## src/hw/rtl/lppc_pkg.sv

```systemverilog
// Shared types, constants and colour conversion for the layer compositor.
package lppc_pkg;

	localparam int PALETTE_WORDS = 512;
	localparam int PAL_AW        = $clog2(PALETTE_WORDS);
	localparam int NUM_LAYERS    = 4;
	localparam int ENTRY_W       = 22;
	localparam int SPRITE_W      = 24;
	localparam int PAL_DW        = 16;
	localparam int COLOUR_W      = 18;
	localparam int EXT_AW        = 16;
	localparam int PRIO_W        = 2;

	localparam int BIT_EMPTY  = 18;
	localparam int BIT_DIRECT = 19;
	localparam int BIT_EXTPAL = 20;
	localparam int BIT_IS3D   = 21;

	localparam logic [PAL_AW-1:0] SPRITE_PAL_OFFSET = PAL_AW'(9'h100);
	localparam logic [EXT_AW-1:0] EXT_SLOT_OFFSET   = EXT_AW'(16384);
	localparam int                EXT_STRIDE_SHIFT  = 13;

	// input tdata offsets
	localparam int IN_DATA_W   = 144;
	localparam int OFS_PADDR   = 0;
	localparam int OFS_PDATA   = OFS_PADDR + PAL_AW;
	localparam int OFS_SPRITE  = OFS_PDATA + PAL_DW;
	localparam int OFS_LAYER0  = OFS_SPRITE + SPRITE_W;
	localparam int OUT_DATA_W  = 40;
	localparam int KIND_W      = 3;

	localparam int CFG_IDX_W  = 3;
	localparam int CFG_DATA_W = 2;

	typedef enum logic [CFG_IDX_W-1:0] {
		CFG_BG0_PRIO  = 3'd0,
		CFG_BG1_PRIO  = 3'd1,
		CFG_BG2_PRIO  = 3'd2,
		CFG_BG3_PRIO  = 3'd3,
		CFG_EXT_SLOT  = 3'd4
	} cfg_idx_t;

	typedef enum logic [KIND_W-1:0] {
		KIND_PALETTE    = 3'd0,
		KIND_DIRECT     = 3'd1,
		KIND_PASS3D     = 3'd2,
		KIND_BG_EXTPAL  = 3'd3,
		KIND_SPR_EXTPAL = 3'd4
	} kind_t;

	localparam logic MODE_WRITE   = 1'b0;
	localparam logic MODE_COMPOSE = 1'b1;

	typedef logic [ENTRY_W-1:0] entry_t;

	typedef struct packed {
		logic [NUM_LAYERS-1:0][PRIO_W-1:0] bg_prio;
		logic [1:0]                        ext_slot;
	} cfg_t;

	typedef struct packed {
		logic                 compose;
		entry_t               win;
		logic                 is_spr;
		logic [PRIO_W-1:0]    layer;
		logic [PAL_AW-1:0]    pal_addr;
		logic [PAL_DW-1:0]    pal_data;
	} s1_t;

	function automatic logic [COLOUR_W-1:0] cvt_565_666(input logic [PAL_DW-1:0] c);
		return {c[14:10], 1'b0, c[9:5], c[15], c[4:0], 1'b0};
	endfunction

endpackage

```

## src/hw/rtl/lppc_resolve.sv

```systemverilog
// Stages 2 and 3: palette access, source decode and colour conversion.
module lppc_resolve (
	input  logic                          clk,
	input  logic                          arst_n,
	input  logic                          advance,
	input  logic                          valid_s1,
	input  lppc_pkg::s1_t                 item_s1,
	input  lppc_pkg::cfg_t                cfg,
	input  logic [lppc_pkg::PAL_DW-1:0]   ram_rdata,
	output logic                          ram_we,
	output logic [lppc_pkg::PAL_AW-1:0]   ram_waddr,
	output logic [lppc_pkg::PAL_DW-1:0]   ram_wdata,
	output logic                          ram_re,
	output logic [lppc_pkg::PAL_AW-1:0]   ram_raddr,
	output logic                          valid_s3,
	output logic [lppc_pkg::COLOUR_W-1:0] colour_s3,
	output lppc_pkg::kind_t               kind_s3,
	output logic [lppc_pkg::EXT_AW-1:0]   ext_s3
);

	logic                          valid_s2;
	logic                          use_ram_s2;
	logic                          ram3d_s2;
	logic [lppc_pkg::COLOUR_W-1:0] colour_s2;
	lppc_pkg::kind_t               kind_s2;
	logic [lppc_pkg::EXT_AW-1:0]   ext_s2;

	logic                          n_use_ram;
	logic [lppc_pkg::COLOUR_W-1:0] n_colour;
	lppc_pkg::kind_t               n_kind;
	logic [lppc_pkg::EXT_AW-1:0]   n_ext;
	logic [lppc_pkg::EXT_AW-1:0]   bg_base;
	logic [lppc_pkg::COLOUR_W-1:0] ram_colour;
	lppc_pkg::entry_t              w;

	assign w         = item_s1.win;
	assign ram_we    = advance && valid_s1 && !item_s1.compose;
	assign ram_waddr = item_s1.pal_addr;
	assign ram_wdata = item_s1.pal_data;
	assign ram_re    = advance && valid_s1 && item_s1.compose;
	// sprite offset wraps within the palette
	assign ram_raddr = w[lppc_pkg::PAL_AW-1:0] +
	                   (item_s1.is_spr ? lppc_pkg::SPRITE_PAL_OFFSET : '0);

	always_comb begin
		bg_base = lppc_pkg::EXT_AW'(item_s1.layer) << lppc_pkg::EXT_STRIDE_SHIFT;
		if (!item_s1.layer[1] && cfg.ext_slot[item_s1.layer[0]]) begin
			bg_base = bg_base + lppc_pkg::EXT_SLOT_OFFSET;
		end
		n_use_ram = 1'b0;
		n_colour  = '0;
		n_ext     = '0;
		n_kind    = lppc_pkg::KIND_PALETTE;
		if (w[lppc_pkg::BIT_DIRECT]) begin
			if (w[lppc_pkg::BIT_IS3D]) begin
				n_colour = w[lppc_pkg::COLOUR_W-1:0];
				n_kind   = lppc_pkg::KIND_PASS3D;
			end else begin
				n_colour = lppc_pkg::cvt_565_666(w[lppc_pkg::PAL_DW-1:0]);
				n_kind   = lppc_pkg::KIND_DIRECT;
			end
		end else if (w[lppc_pkg::BIT_EXTPAL]) begin
			if (item_s1.is_spr) begin
				n_ext  = w[lppc_pkg::EXT_AW-1:0];
				n_kind = lppc_pkg::KIND_SPR_EXTPAL;
			end else begin
				n_ext  = w[lppc_pkg::EXT_AW-1:0] + bg_base;
				n_kind = lppc_pkg::KIND_BG_EXTPAL;
			end
		end else begin
			n_use_ram = 1'b1;
			n_kind    = w[lppc_pkg::BIT_IS3D] ? lppc_pkg::KIND_PASS3D : lppc_pkg::KIND_PALETTE;
		end
	end

	assign ram_colour = ram3d_s2 ? lppc_pkg::COLOUR_W'(ram_rdata)
	                             : lppc_pkg::cvt_565_666(ram_rdata);

	always_ff @(posedge clk or negedge arst_n) begin
		if (!arst_n) begin
			valid_s2 <= 1'b0;
			valid_s3 <= 1'b0;
		end else if (advance) begin
			valid_s2 <= valid_s1 && item_s1.compose;
			valid_s3 <= valid_s2;
		end
	end

	always_ff @(posedge clk) begin
		if (advance) begin
			use_ram_s2 <= n_use_ram;
			ram3d_s2   <= w[lppc_pkg::BIT_IS3D];
			colour_s2  <= n_colour;
			kind_s2    <= n_kind;
			ext_s2     <= n_ext;
			colour_s3  <= use_ram_s2 ? ram_colour : colour_s2;
			kind_s3    <= kind_s2;
			ext_s3     <= ext_s2;
		end
	end

endmodule

```

## config.mk

```make
export PLATFORM = sky130hd
export DESIGN_NAME = lppc_resolve
export DESIGN_NICKNAME = d
export VERILOG_FILES = /design/src/hw/rtl/lppc_pkg.sv /design/src/hw/rtl/lppc_resolve.sv
export SDC_FILE = /design/constraint.sdc
export NUM_CORES = 1
export LEC_CHECK = 0
export ABC_AREA = 1
export BUFFER_PORTS_ARGS = -buffer_cell sky130_fd_sc_hd__buf_2
export CAP_MARGIN = 20
export CORE_MARGIN = 1.5
export CORE_UTILIZATION = 30
export DETAILED_ROUTE_END_ITERATION = 10
export MAX_ROUTING_LAYER = met4
export PLACE_DENSITY = 0.59
export REMOVE_ABC_BUFFERS = 1
export SLEW_MARGIN = 25
export SYNTH_ARGS = -nofsm -noshare
export SYNTH_HDL_FRONTEND = slang
export SYNTH_SLANG_ARGS = --single-unit
```

## constraint.sdc

```tcl
create_clock -name clk -period 1.6 [get_ports clk]
set_input_delay 0.48 -clock clk [delete_from_list [all_inputs] [get_ports clk]]
set_output_delay 0.48 -clock clk [all_outputs]
set_load 0.01 [all_outputs]
```

==> Yosys cells after proc, flatten, opt, wreduce, memory -nomap -nowiden <==
Cells that the tools add are included.
W data, S select, Z words.
{ "totals": {"register_bits": 78, "out_inout_bits": 74, "inputBits": 81, "wordCells": 39} }
{ "op_classes": {"mux": 14, "n_addsub": 3, "magnitude_cmp": 1, "n_reduce_logical": 9, "bitwise": 1} }
{ "ops": {"columns": ["operator", "n"], "rows": [
  ["$mux W18", 3],
  ["$mux W16", 2],
  ["$add A15 B15 Y16 const B", 1],
  ["$add A16 B16 Y16", 1],
  ["$add A9 B9 Y9", 1],
  ["$mux W3", 3],
  ["$mux W9", 1],
  ["$logic_and A1 B1 Y1", 5],
  ["$mux W2", 2],
  ["$mux W1", 3],
  ["$logic_not A1 Y1", 2],
  ["$lt A1 B2 Y1 const B", 1],
  ["$reduce_and A2 Y1", 1],
  ["$reduce_or A2 Y1", 1],
  ["$not A1 Y1", 1]
]} }

==> Depth between registers and ports, before layout <==
{ "logic_depth": {"word_depth": 6, "depth_mapped": 8, "depth_no_buf": 8} }

==> Worst setup path after synthesis <==
Ideal clock, no wire load.
{ "synth_timing": {"kind": "input to register", "startpoint": "input cfg[0] (netlist name)", "endpoint": "register ext_s2[14] (netlist name) (data pin)", "path_stages": 7, "t_arrival_ns": 1.314, "setup_ns": 0.253, "slack_ns": 0.033, "required_ns": 1.347, "cell_sequence": "inv_1 > o21ai_0 > nor2_1 > fa_1 > nand2_1 > nand2_1 > nor2_1"} }
{ "synth_via": {"elab_chain_cells": 6} }
{ "synth_rtl": {"columns": ["item", "line_no", "rtl"], "rows": [
  ["start: declaration", "lppc_resolve.sv:8", "input lppc_pkg::cfg_t cfg,"],
  ["$mux W1 (not written as such) (2 in series)", "lppc_resolve.sv:47", "if (!item_s1.layer[1] && cfg.ext_slot[item_s1.layer[0]]) begin"],
  ["$logic_and A1 B1 Y1", "lppc_resolve.sv:47", null],
  ["$mux W16", "lppc_resolve.sv:47", null],
  ["$add A16 B16 Y16", "lppc_resolve.sv:67", "n_ext = w[lppc_pkg::EXT_AW-1:0] + bg_base;"],
  ["$mux W16", "lppc_resolve.sv:63", "if (item_s1.is_spr) begin"],
  ["end signal: assignment", "lppc_resolve.sv:95", "ext_s2 <= n_ext;"],
  ["end: declaration", "lppc_resolve.sv:26", "logic [lppc_pkg::EXT_AW-1:0] ext_s2;"]
]} }
No other way between the ends. The select of a mux whose other input is x is not followed.
A chain may end at the register's enable or synchronous reset.

==> Worst setup path after layout <==
{ "layout_timing": {"startpoint": "input item_s1[25] (netlist name)", "endpoint": "register ext_s2[15] (netlist name) (data pin)"} }
{ "layout_via": {"elab_chain_cells": 6} }
{ "layout_rtl": {"columns": ["item", "line_no", "rtl"], "rows": [
  ["start: declaration", "lppc_resolve.sv:7", "input lppc_pkg::s1_t item_s1,"],
  ["parallel branches: the longest is 3 deep, another holds $add A15 B15 Y16", null, null],
  ["$mux W16 (*)", "lppc_resolve.sv:47", null],
  ["$add A16 B16 Y16 (*)", "lppc_resolve.sv:67", null],
  ["$mux W16 (*)", "lppc_resolve.sv:63", null]
]} }
Every way passes the cells marked *. The select of a mux whose other input is x is not followed.

==> flow_summary.ini <==
[floorplan]
fp.dieH_um = 110
ios = 155
chipWidth_um = 110
coreArea_um2 = 11300
dieArea_um2 = 12200
start_util = 0.305
num_rows = 39

[route]
final_antenna_net_count = 0
num_vias = 2252
drt_iter0_markers = 85
drt-vias-per-instance = 4.22
drt_wl_total_um = 7470
first_pass_iters = 4
wl_per_cell_um = 14.0
drc = 0

[global_routing]
met2_usage = 0.182
grt_first_pass_wirelength_um = 10700
antenna_found_initial = 0
track_usage = 0.130
grt_max_degree = 28
grt_pass1_vias = 2066
use_met3 = 0.0829
grt.overflow.total = 0
busiest_layer = met2
grt.met1_usage = 0.143

[synth]
yosys_warnings = 0
ys_ff_latch = 78
synth_compound_area_frac = 0.0308
synth_cell_types = 20
synthTopCellsByArea = edfxtp_1 66%, buf_4 7.4%, nand2_1 7.4%
synth_edf_count = 76
synth_top_family_by_area = simple AND/OR/NAND/NOR gates
synth_top_cells_by_count = 76 x edfxtp_1, 68 x nand2_1, 59 x nor2_1, 34 x buf_4, 23 x inv_1
synthArstFlopShare = 0.0256
netlist.area_leader.share = 0.660
synth.area.mux_share = 0
syn-instance-count = 312
yosysTopAreaCell = edfxtp_1
synth-simple-area-share = 0.164
synth.most_common_cell = edfxtp_1
synth-seq-area-share = 0.674
synth_flop_cell = edfxtp_1
synth_xor_area_frac = 0.00253
avgSynthCellArea_um2 = 11.1
synth_area_um2 = 3460
synth_adder_area_share = 0.00941

[placement]
placed_cells = 518
place_congestion = 0.745
preCtsSetupSlack_ns = -0.186
port_buffers = 95
dpl.hpwl_um = 5840

[critical_path]
critPathLaunchType = primary input
cp_max_fo = 3
cp.required_ns = 1.69
startpoint = item_s1[25]
worstSetupPathType = primary input to flip-flop
critPathArrivalTime_ns = 1.53
ff2ff_path_depth = 3
crit_path_end_kind = flip-flop
r2r-end = colour_s3[7]
r2r_start = ram3d_s2
r2r_setup_slack_ns = 0.52
crit_end = ext_s2[15]

[finish]
drive_above_1_share = 0.320
syn2layout_area_growth_pct = 22.9
nets = 470
diodes = 0
final_cells = 534

[timing]
finalMaxSlewViolations = 0
hold_viol = 0
finClkSkew_ns = 0.00422
finalCriticalPeriod_ns = 1.44
worst_pin_slew_ns = 0.358
setup_viol = 0
setup_slack_ns = 0.159
whs_ns = 0.416
rsz0062_at_grt = no
relSlewSlack = 0.761
fin_crit_sh = 0.900
max_freq_ghz = 0.694

[power]
p_per_area_nw_per_um2 = 1200
p_leak_nw = 1.86
ir_drop_uv = 549

[clock_tree]
cts_setup_buffers = 0
cts_sinks = 78
ctsResizeCount = 0
insertion_delay_ns = 0.32
htree_levels = 3
cts_tree = done
clkSlewWorstSetupHoldPaths_ns = 0.06
cts_buffers = 9
cts_root_buffer = clkbuf_16
clock_path_buffers = 2

[outcome]
outcome = complete, no violations

[min_path]
hold_path.class = flip-flop to flip-flop

[run]
cap_violations = 0
metrics by stage:
step / total power, mW / util / area [um2] / setup TNS (ns)
3_5_place_dp: 3.03 / 0.347 / 3930 / -0.342
4_1_cts: 5.16 / 0.375 / 4250 / 0
6_report: 5.09 / 0.375 / 4250 / 0
2_1_floorplan: 2.73 / - / 3150 / 0
5_1_grt: 5.31 / 0.375 / 4250 / 0
3_3_place_gp: 3.02 / 0.347 / 3930 / -0.243
flip-flops by register name, summed over array words and instances, names as in the netlist:
signal and flops:
colour_s3 18, kind_s2 3, valid_s2 1, ext_s2 16, valid_s3 1, kind_s3 3
ext_s3 16, colour_s2 18, use_ram_s2 1, ram3d_s2 1
where the power goes:
group / internal [mW] / switching [mW]
clock network: 1.35 / 0.760
registers: 2.44 / 0.0403
logic: 0.202 / 0.301
repair_timing:
item	CTS	global route
setup endpoints to repair	0	0
endpoints found under the hold margin	2	0
hold buffers	1	0
cell families after synthesis:
group                      after synthesis
and+or+nand+nor                        142
buffers and inverters                   68
adders and majority gates                2
xor gates and xnor gates                 1
DFF                                     78
AOI/OAI and AO/OA                       21
area by class of cell:
class | instances | area [um2]
Fill cell | 1144 | 7070
Clock buffer | 9 | 225
Inverter | 26 | 97.6
Sequential cell | 78 | 2330
Timing Repair Buffer | 106 | 613
Tap cell | 143 | 179
Multi-Input combinational cell | 166 | 716
Clock inverter | 6 | 87.6
cell usage in the layout (no fill, tap or decap):
| cell | synthesis | final |
|---|---|---|
| a21oi_1 | 2 | 2 |
| buf_12 | 0 | 4 |
| buf_2 | 3 | 94 |
| buf_4 | 34 | 7 |
| bufinv_16 | 0 | 2 |
| clkbuf_16 | 0 | 9 |
| clkinv_1 | 0 | 1 |
| clkinv_4 | 0 | 1 |
| clkinvlp_4 | 0 | 2 |
| dfrtp_1 | 2 | 2 |
| dlygate4sd3_1 | 0 | 1 |
| edfxtp_1 | 76 | 76 |
| fa_1 | 1 | 1 |
| ha_1 | 1 | 1 |
| inv_1 | 23 | 23 |
| inv_2 | 3 | 3 |
| nand2_1 | 68 | 68 |
| nand3_1 | 12 | 12 |
| nand3_2 | 2 | 2 |
| nor2_1 | 59 | 59 |
| nor2_4 | 1 | 1 |
| o21ai_0 | 18 | 18 |
| o22ai_1 | 1 | 1 |
| xor2_1 | 1 | 1 |
worst min-delay path by stage:
| stage | from | end | slack (ns) | cells past startpoint |
|---|---|---|---|---|
| after floorplan | arst_n | valid_s2 | 0.18 | 0 |
| after global placement | arst_n | valid_s3 | 0.26 | 1 |
| after detailed placement | arst_n | valid_s3 | 0.27 | 1 |
| after CTS | item_s1[50] | valid_s2 | 0.42 | 3 |
| after global routing | ext_s2[4] | ext_s3[4] | 0.42 | 0 |
| final | ext_s2[0] | ext_s3[0] | 0.42 | 0 |
critical path, cell delays in order:
cell and delay (ns):
buf_2 0.11, o21ai_0 0.17, nor2_1 0.08, fa_1 0.38, nor2_1 0.14, nand2_1 0.07
nand2_1 0.06, nor2_1 0.04
metal layers:
metal,up-vias,wire (um)
li1,1144,-
met1,991,3090
met2,109,3340
met3,8,940
met4,0,100
met5,-,0
(Power assumes the default switching activity.)
