**src/hw/rtl/lppc_pkg.sv**
```systemverilog
// Shared types, constants and colour conversion for the layer compositor.
package lppc_pkg;

	localparam int PALETTE_WORDS = 512;
	localparam int PAL_AW        = $clog2(PALETTE_WORDS);
	localparam int NUM_LAYERS    = 4;
	localparam int ENTRY_W       = 22;
	localparam int SPRITE_W      = 24;
	localparam int PAL_DW        = 16;
	localparam int COLOUR_W      = 18;
	localparam int EXT_AW        = 16;
	localparam int PRIO_W        = 2;

	localparam int BIT_EMPTY  = 18;
	localparam int BIT_DIRECT = 19;
	localparam int BIT_EXTPAL = 20;
	localparam int BIT_IS3D   = 21;

	localparam logic [PAL_AW-1:0] SPRITE_PAL_OFFSET = PAL_AW'(9'h100);
	localparam logic [EXT_AW-1:0] EXT_SLOT_OFFSET   = EXT_AW'(16384);
	localparam int                EXT_STRIDE_SHIFT  = 13;

	// input tdata offsets
	localparam int IN_DATA_W   = 144;
	localparam int OFS_PADDR   = 0;
	localparam int OFS_PDATA   = OFS_PADDR + PAL_AW;
	localparam int OFS_SPRITE  = OFS_PDATA + PAL_DW;
	localparam int OFS_LAYER0  = OFS_SPRITE + SPRITE_W;
	localparam int OUT_DATA_W  = 40;
	localparam int KIND_W      = 3;

	localparam int CFG_IDX_W  = 3;
	localparam int CFG_DATA_W = 2;

	typedef enum logic [CFG_IDX_W-1:0] {
		CFG_BG0_PRIO  = 3'd0,
		CFG_BG1_PRIO  = 3'd1,
		CFG_BG2_PRIO  = 3'd2,
		CFG_BG3_PRIO  = 3'd3,
		CFG_EXT_SLOT  = 3'd4
	} cfg_idx_t;

	typedef enum logic [KIND_W-1:0] {
		KIND_PALETTE    = 3'd0,
		KIND_DIRECT     = 3'd1,
		KIND_PASS3D     = 3'd2,
		KIND_BG_EXTPAL  = 3'd3,
		KIND_SPR_EXTPAL = 3'd4
	} kind_t;

	localparam logic MODE_WRITE   = 1'b0;
	localparam logic MODE_COMPOSE = 1'b1;

	typedef logic [ENTRY_W-1:0] entry_t;

	typedef struct packed {
		logic [NUM_LAYERS-1:0][PRIO_W-1:0] bg_prio;
		logic [1:0]                        ext_slot;
	} cfg_t;

	typedef struct packed {
		logic                 compose;
		entry_t               win;
		logic                 is_spr;
		logic [PRIO_W-1:0]    layer;
		logic [PAL_AW-1:0]    pal_addr;
		logic [PAL_DW-1:0]    pal_data;
	} s1_t;

	function automatic logic [COLOUR_W-1:0] cvt_565_666(input logic [PAL_DW-1:0] c);
		return {c[14:10], 1'b0, c[9:5], c[15], c[4:0], 1'b0};
	endfunction

endpackage

```
**src/hw/rtl/lppc_select.sv**
```systemverilog
// Stage 1: priority resolution between sprite and background entries.
module lppc_select (
	input  logic                          clk,
	input  logic                          arst_n,
	input  logic                          advance,
	input  logic                          in_valid,
	input  logic                          mode,
	input  logic [lppc_pkg::PAL_AW-1:0]   pal_addr,
	input  logic [lppc_pkg::PAL_DW-1:0]   pal_data,
	input  logic [lppc_pkg::SPRITE_W-1:0] sprite_entry,
	input  lppc_pkg::entry_t [lppc_pkg::NUM_LAYERS-1:0] layer_entry,
	input  lppc_pkg::cfg_t                cfg,
	output logic                          valid_s1,
	output lppc_pkg::s1_t                 item_s1
);

	lppc_pkg::s1_t nxt;
	logic          found;

	always_comb begin
		found        = 1'b0;
		nxt.compose  = (mode == lppc_pkg::MODE_COMPOSE);
		nxt.win      = '0;
		nxt.is_spr   = 1'b0;
		nxt.layer    = '0;
		nxt.pal_addr = pal_addr;
		nxt.pal_data = pal_data;
		for (int p = 0; p < 4; p++) begin
			if (!found && !sprite_entry[lppc_pkg::BIT_EMPTY] &&
			    sprite_entry[23:22] == lppc_pkg::PRIO_W'(p)) begin
				found      = 1'b1;
				nxt.win    = sprite_entry[lppc_pkg::ENTRY_W-1:0];
				nxt.is_spr = 1'b1;
			end
			for (int n = 0; n < lppc_pkg::NUM_LAYERS; n++) begin
				if (!found && cfg.bg_prio[n] == lppc_pkg::PRIO_W'(p) &&
				    !layer_entry[n][lppc_pkg::BIT_EMPTY]) begin
					found     = 1'b1;
					nxt.win   = layer_entry[n];
					nxt.layer = lppc_pkg::PRIO_W'(n);
				end
			end
		end
	end

	always_ff @(posedge clk or negedge arst_n) begin
		if (!arst_n) begin
			valid_s1 <= 1'b0;
		end else if (advance) begin
			valid_s1 <= in_valid;
		end
	end

	always_ff @(posedge clk) begin
		if (advance && in_valid) begin
			item_s1 <= nxt;
		end
	end

endmodule

```
**config.mk**
```make
export PLATFORM = sky130hd
export DESIGN_NAME = lppc_select
export DESIGN_NICKNAME = d
export VERILOG_FILES = /design/src/hw/rtl/lppc_pkg.sv /design/src/hw/rtl/lppc_select.sv
export SDC_FILE = /design/constraint.sdc
export NUM_CORES = 1
export LEC_CHECK = 0
export BUFFER_PORTS_ARGS = -buffer_cell sky130_fd_sc_hd__buf_2
export CAP_MARGIN = 20
export CORE_MARGIN = 2
export CORE_UTILIZATION = 25
export DETAILED_ROUTE_END_ITERATION = 10
export PLACE_DENSITY = 0.46
export SLEW_MARGIN = 20
export SYNTH_ARGS = -nofsm -noshare
export SYNTH_HDL_FRONTEND = slang
export SYNTH_SLANG_ARGS = --single-unit
export TNS_END_PERCENT = 20
```
**constraint.sdc**
```tcl
create_clock -name clk -period 1.2 [get_ports clk]
set_input_delay 0.06 -clock clk [delete_from_list [all_inputs] [get_ports clk]]
set_output_delay 0.06 -clock clk [all_outputs]
set_load 0.03 [all_outputs]
```
# Yosys cells after proc, flatten, opt, wreduce, memory -nomap -nowiden
# Cells that the tools add are included.
[word_totals]
regBits = 52
inputBits = 152
word_cells = 147
[classes]
n_eq_ne = 15
muxes = 53
n_reduce_logical = 71
[op_table]
columns = ["operator", "count"]
rows = [
  ["2-to-1 mux 22 bit", 16],
  ["2-to-1 mux 23 bit", 4],
  ["logical AND 1 bit", 40],
  ["logical NOT 1 bit", 24],
  ["2-to-1 mux 2 bit", 12],
  ["2-to-1 mux 1 bit", 21],
  ["equality test 2 bit, second input constant", 10],
  ["equality test 2 x 1 -> 1 bit, second input constant", 5],
  ["logical NOT 2 bit", 5],
  ["OR reduction 3 bit", 1],
  ["OR reduction 2 bit", 1],
]

# Logic depth before layout (Yosys ltp)
# Gate-level depths: netlist (run 1).
[logic_depth]
ltp_word = 79
depth_mapped = 10

# Least setup slack after synthesis (run 1)
# OpenSTA, ideal clock, no wires.
[synth_timing]
path_type = "in2reg"
start = "input sprite_entry[18] in the netlist's numbering"
end = "register item_s1[33] in the netlist's numbering, data pin"
setup_ns = 0.265
arrival_ns = 1.785
required_ns = 0.935
path_slack_ns = -0.850
path_stages = 10
path_cell_list = "buf_6 > or3b_4 > o21ai_2 > buf_6 > nor3_2 > or3_1 > buf_2 > buf_6 > a222oi_1 > nand2_1"
[synth_lines]
columns = ["item", "line_no", "text"]
rows = [
  ["start, declared", "lppc_select.sv:10", "input logic [lppc_pkg::SPRITE_W-1:0] sprite_entry,"],
  ["end signal, assigned", "lppc_select.sv:56", "item_s1 <= nxt;"],
  ["end, declared", "lppc_select.sv:14", "output lppc_pkg::s1_t item_s1"],
]

==> out/summary.txt, run 1 <==
Die Wd - 132.4 µm
Worst Setup End Kind - flip-flop
Die area - 17,530 µm²
Fin nets - 924
Initial Util - 25.77%
Post-route DRC - 0
Rows - 46
Final WL - 21,230 µm
RSZ-0062 raised after global routing - true
Final period utilization - 151.6%
Final setup viols - 24
Synthesized area per cell - 9.456 µm²
Avg Vias per Cell - 5.609
PortBufs - 201
Final ANT Viol Nets - 0
Final WS setup - -619.7 ps
Min cycle time layout - 1820 ps
Die height - 132.4 µm
Highest Clock Rate - 549.5 MHz
Final Hold Viols - 0
Post-placement cell area - 6245 µm²
Clock slew seen by the registers of the worst setup and hold paths - 70 ps
Worst skew pair latency - 290 ps
Bufs and invs on worst path - 5
Yosys top cell area share - 37.15%
First drt pass iteration count - 9
Yosys cell types - 66
Worst hold slack - 25.87 ps
Final instance area - 7278 µm²
Synth area leader - edfxtp_1
Max_cap viols - 0
Drt wl/cell - 21.45 µm
Maximum clock path buffer count - 2
Area Growth Syn to Fin - 76.54%
Post-synth EDFFs - 51
H-tree depth - 2
Critical path cell sequence - buf_8 > or3b_4 > nand4_1 > buf_4 > buf_4 > buf_4 > buf_4 > nor4_2 > a221o_1 > o32ai_2 > a21oi_1
P_leak - 3.019 nW
Register area share after synthesis - 37.75%
Number of CTS-inserted buffers - 5
Worst Tran Pin Value - 718.1 ps
Max-slew violation count - 0
Core Util, Final - 45.49%
Total GRT Usage - 23.00%
Vias in the first global route - 5,782
DR WL met3 - 1677 µm
Clock Skews - 0 ps
Initial antenna violation count - 1
Largest delay share family, worst path - compound AO/OA/AOI/OAI gates
Mapped Nets - 588
Hpwl dp - 15,950 µm
FFs w/ async S/R, synth - 1.923%
Seq cells post-synth - 52
First-pass GRT wire length - 31,730 µm
I/O pins - 204
Most frequent cell after synthesis - edfxtp_1
Synth area leaders - edfxtp_1 37%, a221oi_1 7.0%, a22oi_1 4.7%
GR Overflow Total - 0
Worst Path Required - 1240 ps
Top Metal Used - met4
CP peak stage delay - 420 ps
CP Class - primary input to flip-flop
Crit path DAT - 1860 ps
Hold Crit Class - primary input to flip-flop
Placed Instances - 935
PD cells - 840.0 nW/µm²
Largest net degree at the start of global routing - 52
Top cells by count, synth - 51 x edfxtp_1, 36 x nor2_1, 33 x a221oi_1
Headroom to the max-slew limit - 51.76%
Violated checks - setup timing
Worst setup SP type - primary input
Power Total - 6.114 mW
Met1 WL - 8516 µm
Ys flop type - edfxtp_1
Pre-CTS setup slack - -1001 ps
Met2 wire length - 10,380 µm
Crit path max fanout - 4
Root Buffer - clkbuf_16
Worst VDD drop - 513.9 µV
Non-filler cells in the finished layout - 990
Layout cells sized above 1 - 55.89%
Num Clock Sinks - 52
Via count - 5,553
GP Congestion - 0.8517
Synthesized area - 4123 µm²
Slowest CP cell - or3b_4
Status - finished with violations
CTS tree - done
1st-iter DRT viols - 470
Final setup TNS - -13,260 ps
Placeable core region - 16,000 µm²
Most Frequent Cell on Critical Path - buf_4
Post-Syn Instances - 436
Synthesis Warnings - 0
layout make-up:
class	instances	area (µm²)
flip-flops and latches	52	1556
diodes	1	2.502
well taps	216	270.3
inverters	4	15.01
repair buffers	366	2529
clock inverters	3	27.53
multi-input cells	343	2753
clock buffers	5	125.1
fillers	1602	8722
worst paths after layout:
path | end | startpoint | cells after the start | slack, ps
max | item_s1[38] | cfg[2] | 11 | -620
min | valid_s1 | in_valid | 2 | 30
min reg2reg | valid_s1 | valid_s1 | 1 | 530
min in group asynchronous | valid_s1 | arst_n | 2 | 60
max in group asynchronous | valid_s1 | arst_n | 2 | 1050
max reg2reg | valid_s1 | valid_s1 | 1 | 450
state kept, by name (all words and copies together), names as in the netlist:
name / count
valid_s1: 1
item_s1: 51
layout by cell type, fill, tap and decap left out, types with 4 or more instances in the layout:
master / instances
nand3_1: 11
nand4_1: 8
nand2_1: 31
and3_1: 4
a21oi_1: 12
o21ai_0: 12
nor4_4: 5
nor4_2: 7
o32ai_1: 4
buf_12: 6
o22ai_1: 17
a22oi_1: 23
a222oi_1: 16
a21o_1: 5
or3b_4: 5
buf_6: 9
or3_1: 8
clkbuf_16: 6
dlygate4sd3_1: 27
buf_2: 191
a221oi_2: 14
a221oi_1: 19
edfxtp_1: 51
buf_4: 125
a31oi_1: 6
nor3b_1: 4
nor2_1: 33
or3_4: 6
nand2b_1: 4
nor3_1: 8
nor3_2: 5
buf_8: 6
power breakdown:
group	switching, mW	internal (mW)
clock	0.693	0.793
combinational	1.34	1.06
sequential	0.0396	2.19
total	2.07	4.04
per-layer routing:
layer / GRT usage, % / up-vias
met4: 10.10 / 0
li1: - / 2498
met3: 3.793 / 48
met2: 40.44 / 339
met5: 0 / -
met1: 27.59 / 2668
cell families after synthesis:
group,count (synthesis),synth area share [%]
AO/OA/AOI/OAI,162,30.62
other,1,0.09096
buffers and inverters,41,5.432
multiplexers,1,0.2731
flip-flops,52,37.75
AND/OR/NAND/NOR,179,25.83
what timing repair did:
item | 4_1_cts | 5_1_grt
setup buffers | 9 | 9
gates cloned | 2 | 0
setup endpoints to repair | 24 | 24
pin swaps | 9 | 36
hold endpoints to repair | 27 | 0
hold buffers | 27 | 0
gates resized for setup | 44 | 51
(Power assumes the default switching activity.)
==> inputs of run 2 (changes only) <==
--- a/config.mk
+++ b/config.mk
@@ -11,6 +11,7 @@
 export CORE_UTILIZATION = 25
 export DETAILED_ROUTE_END_ITERATION = 10
 export PLACE_DENSITY = 0.46
+export RECOVER_POWER = 25
 export SLEW_MARGIN = 20
 export SYNTH_ARGS = -nofsm -noshare
 export SYNTH_HDL_FRONTEND = slang
==> out/summary.txt, run 2 (synthesis gave the netlist of run 1 again) <==
Status - finished with violations
Violated checks - setup timing
Die height - 132.4 µm (unchanged)
Num Clock Sinks - 52 (unchanged)
Worst VDD drop - 520.4 µV (+1.3%)
Worst skew pair latency - 290 ps (about the same)
Crit path max fanout - 8 (+4)
M2 GR Usage - 40.44% (unchanged)
Worst setup startpoint - cfg[2]
Clock slew seen by the registers of the worst setup and hold paths - 70 ps (about the same)
Largest register FFs - 51 (unchanged)
Die Wd - 132.4 µm (unchanged)
Maximum clock path buffer count - 2 (unchanged)
CP Class - primary input to flip-flop
Final WL - 21,180 µm (-0.25%)
Worst Path Required - 1240 ps (about the same)
H-tree depth - 2 (unchanged)
Worst r2r src - valid_s1
Final Hold Viols - 0 (unchanged)
Routing usage on met3 - 3.793% (unchanged)
Grt met1 use - 27.59% (unchanged)
RSZ-0062 raised after global routing - true
Vias in the first global route - 5,782 (unchanged)
Placeable core region - 16,000 µm² (unchanged)
Non-filler cells in the finished layout - 990 (unchanged)
Hpwl dp - 15,950 µm (unchanged)
Min cycle time layout - 1819 ps (-0.3560 ps)
Number of CTS-inserted buffers - 5 (unchanged)
Placed Instances - 935 (unchanged)
P_leak - 3.012 nW (-0.22%)
Commonest non-fill, non-tap cells in the layout - 190 x buf_2, 125 x buf_4, 51 x edfxtp_1
Register bank with the most flops - item_s1
Layout cells sized above 1 - 55.76% (-0.13 points)
Hold path startpoint - in_valid
PortBufs - 201 (unchanged)
Final WS setup - -619.4 ps (+0.3560 ps)
Area Growth Syn to Fin - 76.21%
Initial Util - 25.77% (unchanged)
Total GRT Usage - 23.00% (unchanged)
Clock Skews - 0 ps (unchanged)
Largest net degree at the start of global routing - 52 (unchanged)
PD cells - 840.6 nW/µm² (about the same)
Hold Crit Class - primary input to flip-flop
Final setup TNS - -13,140 ps (+114.5 ps)
Final ANT Viol Nets - 0 (unchanged)
Final period utilization - 151.6% (about the same)
Worst Setup End Kind - flip-flop
Drt wl/cell - 21.39 µm (-0.25%)
Crit path DAT - 1860 ps (about the same)
Root Buffer - clkbuf_16
Via count - 5,484 (-1.2%)
Power Total - 6.106 mW (-0.12%)
First drt pass iteration count - 7 (-2)
GR Overflow Total - 0 (unchanged)
Fin nets - 924 (unchanged)
Core Util, Final - 45.40% (-0.086 points)
Die area - 17,530 µm² (unchanged)
Worst setup SP type - primary input
Pre-CTS setup slack - -1001 ps (unchanged)
Worst Tran Pin Value - 735.5 ps (+17.46 ps)
Top Usage Layer GRT - met2
Avg Vias per Cell - 5.539 (-1.2%)
Initial antenna violation count - 1 (unchanged)
GP Congestion - 0.8517 (unchanged)
Largest registers - item_s1: 51 flops, valid_s1: 1 flops
Max-slew violation count - 0 (unchanged)
CTS tree - done
Highest Clock Rate - 549.6 MHz (about the same)
Post-route DRC - 0 (unchanged)
Rows - 46 (unchanged)
1st-iter DRT viols - 504 (+7.2%)
First-pass GRT wire length - 31,730 µm (unchanged)
Headroom to the max-slew limit - 50.97% (-0.80 points)
Max_cap viols - 0 (unchanged)
Most common cell after layout, fill and taps aside - buf_2
I/O pins - 204 (unchanged)
Final setup viols - 24 (unchanged)
run 2: critical path: stages:
cell	delay, ps
buf_8	100
or3b_4	420
nand4_1	180
nor3_2	90
or3_4	440
buf_8	160
a222oi_1	320
nand2_1	90
run 2: cell type report:
type,instances,area [µm²]
Fill cell,1605,8736
Timing Repair Buffer,366,2515
Multi-Input combinational cell,343,2753
Inverter,4,15.01
Sequential cell,52,1556
Antenna cell,1,2.502
Clock inverter,3,27.53
Tap cell,216,270.3
Clock buffer,5,125.1
run 2: stage by stage:
step	instance area [µm²]	hold WS, ps
floorplan	4228	-235.6
global placement	6245	-165.3
detailed placement	6245	-161.7
CTS	6994	21.59
global route	7264	34.00
finish	7264	22.46
run 2: layer usage:
metal / wire [µm] / up-vias
li1: - / 2498
met1: 8486 / 2614
met2: 10340 / 319
met3: 1620 / 53
met4: 734 / 0
met5: 0 / -
run 2: power by group:
| group | internal [mW] | switching (mW) |
|---|---|---|
| registers | 2.19 | 0.0397 |
| clock network | 0.793 | 0.694 |
| logic | 1.06 | 1.33 |
| total | 4.04 | 2.07 |
run 2: timing repair:
item	in CTS	in global routing
pin swaps	9	36
endpoints found under the setup margin	24	24
cloned	2	0
resized for setup	44	51
hold buffers	27	0
buffers inserted	9	9
endpoints found under the hold margin	27	0
run 2: worst paths after layout:
kind | end | slack [ps] | depth (start not counted)
max | item_s1[44] | -620 | 8
min | valid_s1 | 20 | 2
max reg2reg | valid_s1 | 450 | 1
min reg2reg | valid_s1 | 530 | 1
max in group asynchronous | valid_s1 | 1040 | 2
min in group asynchronous | valid_s1 | 60 | 2
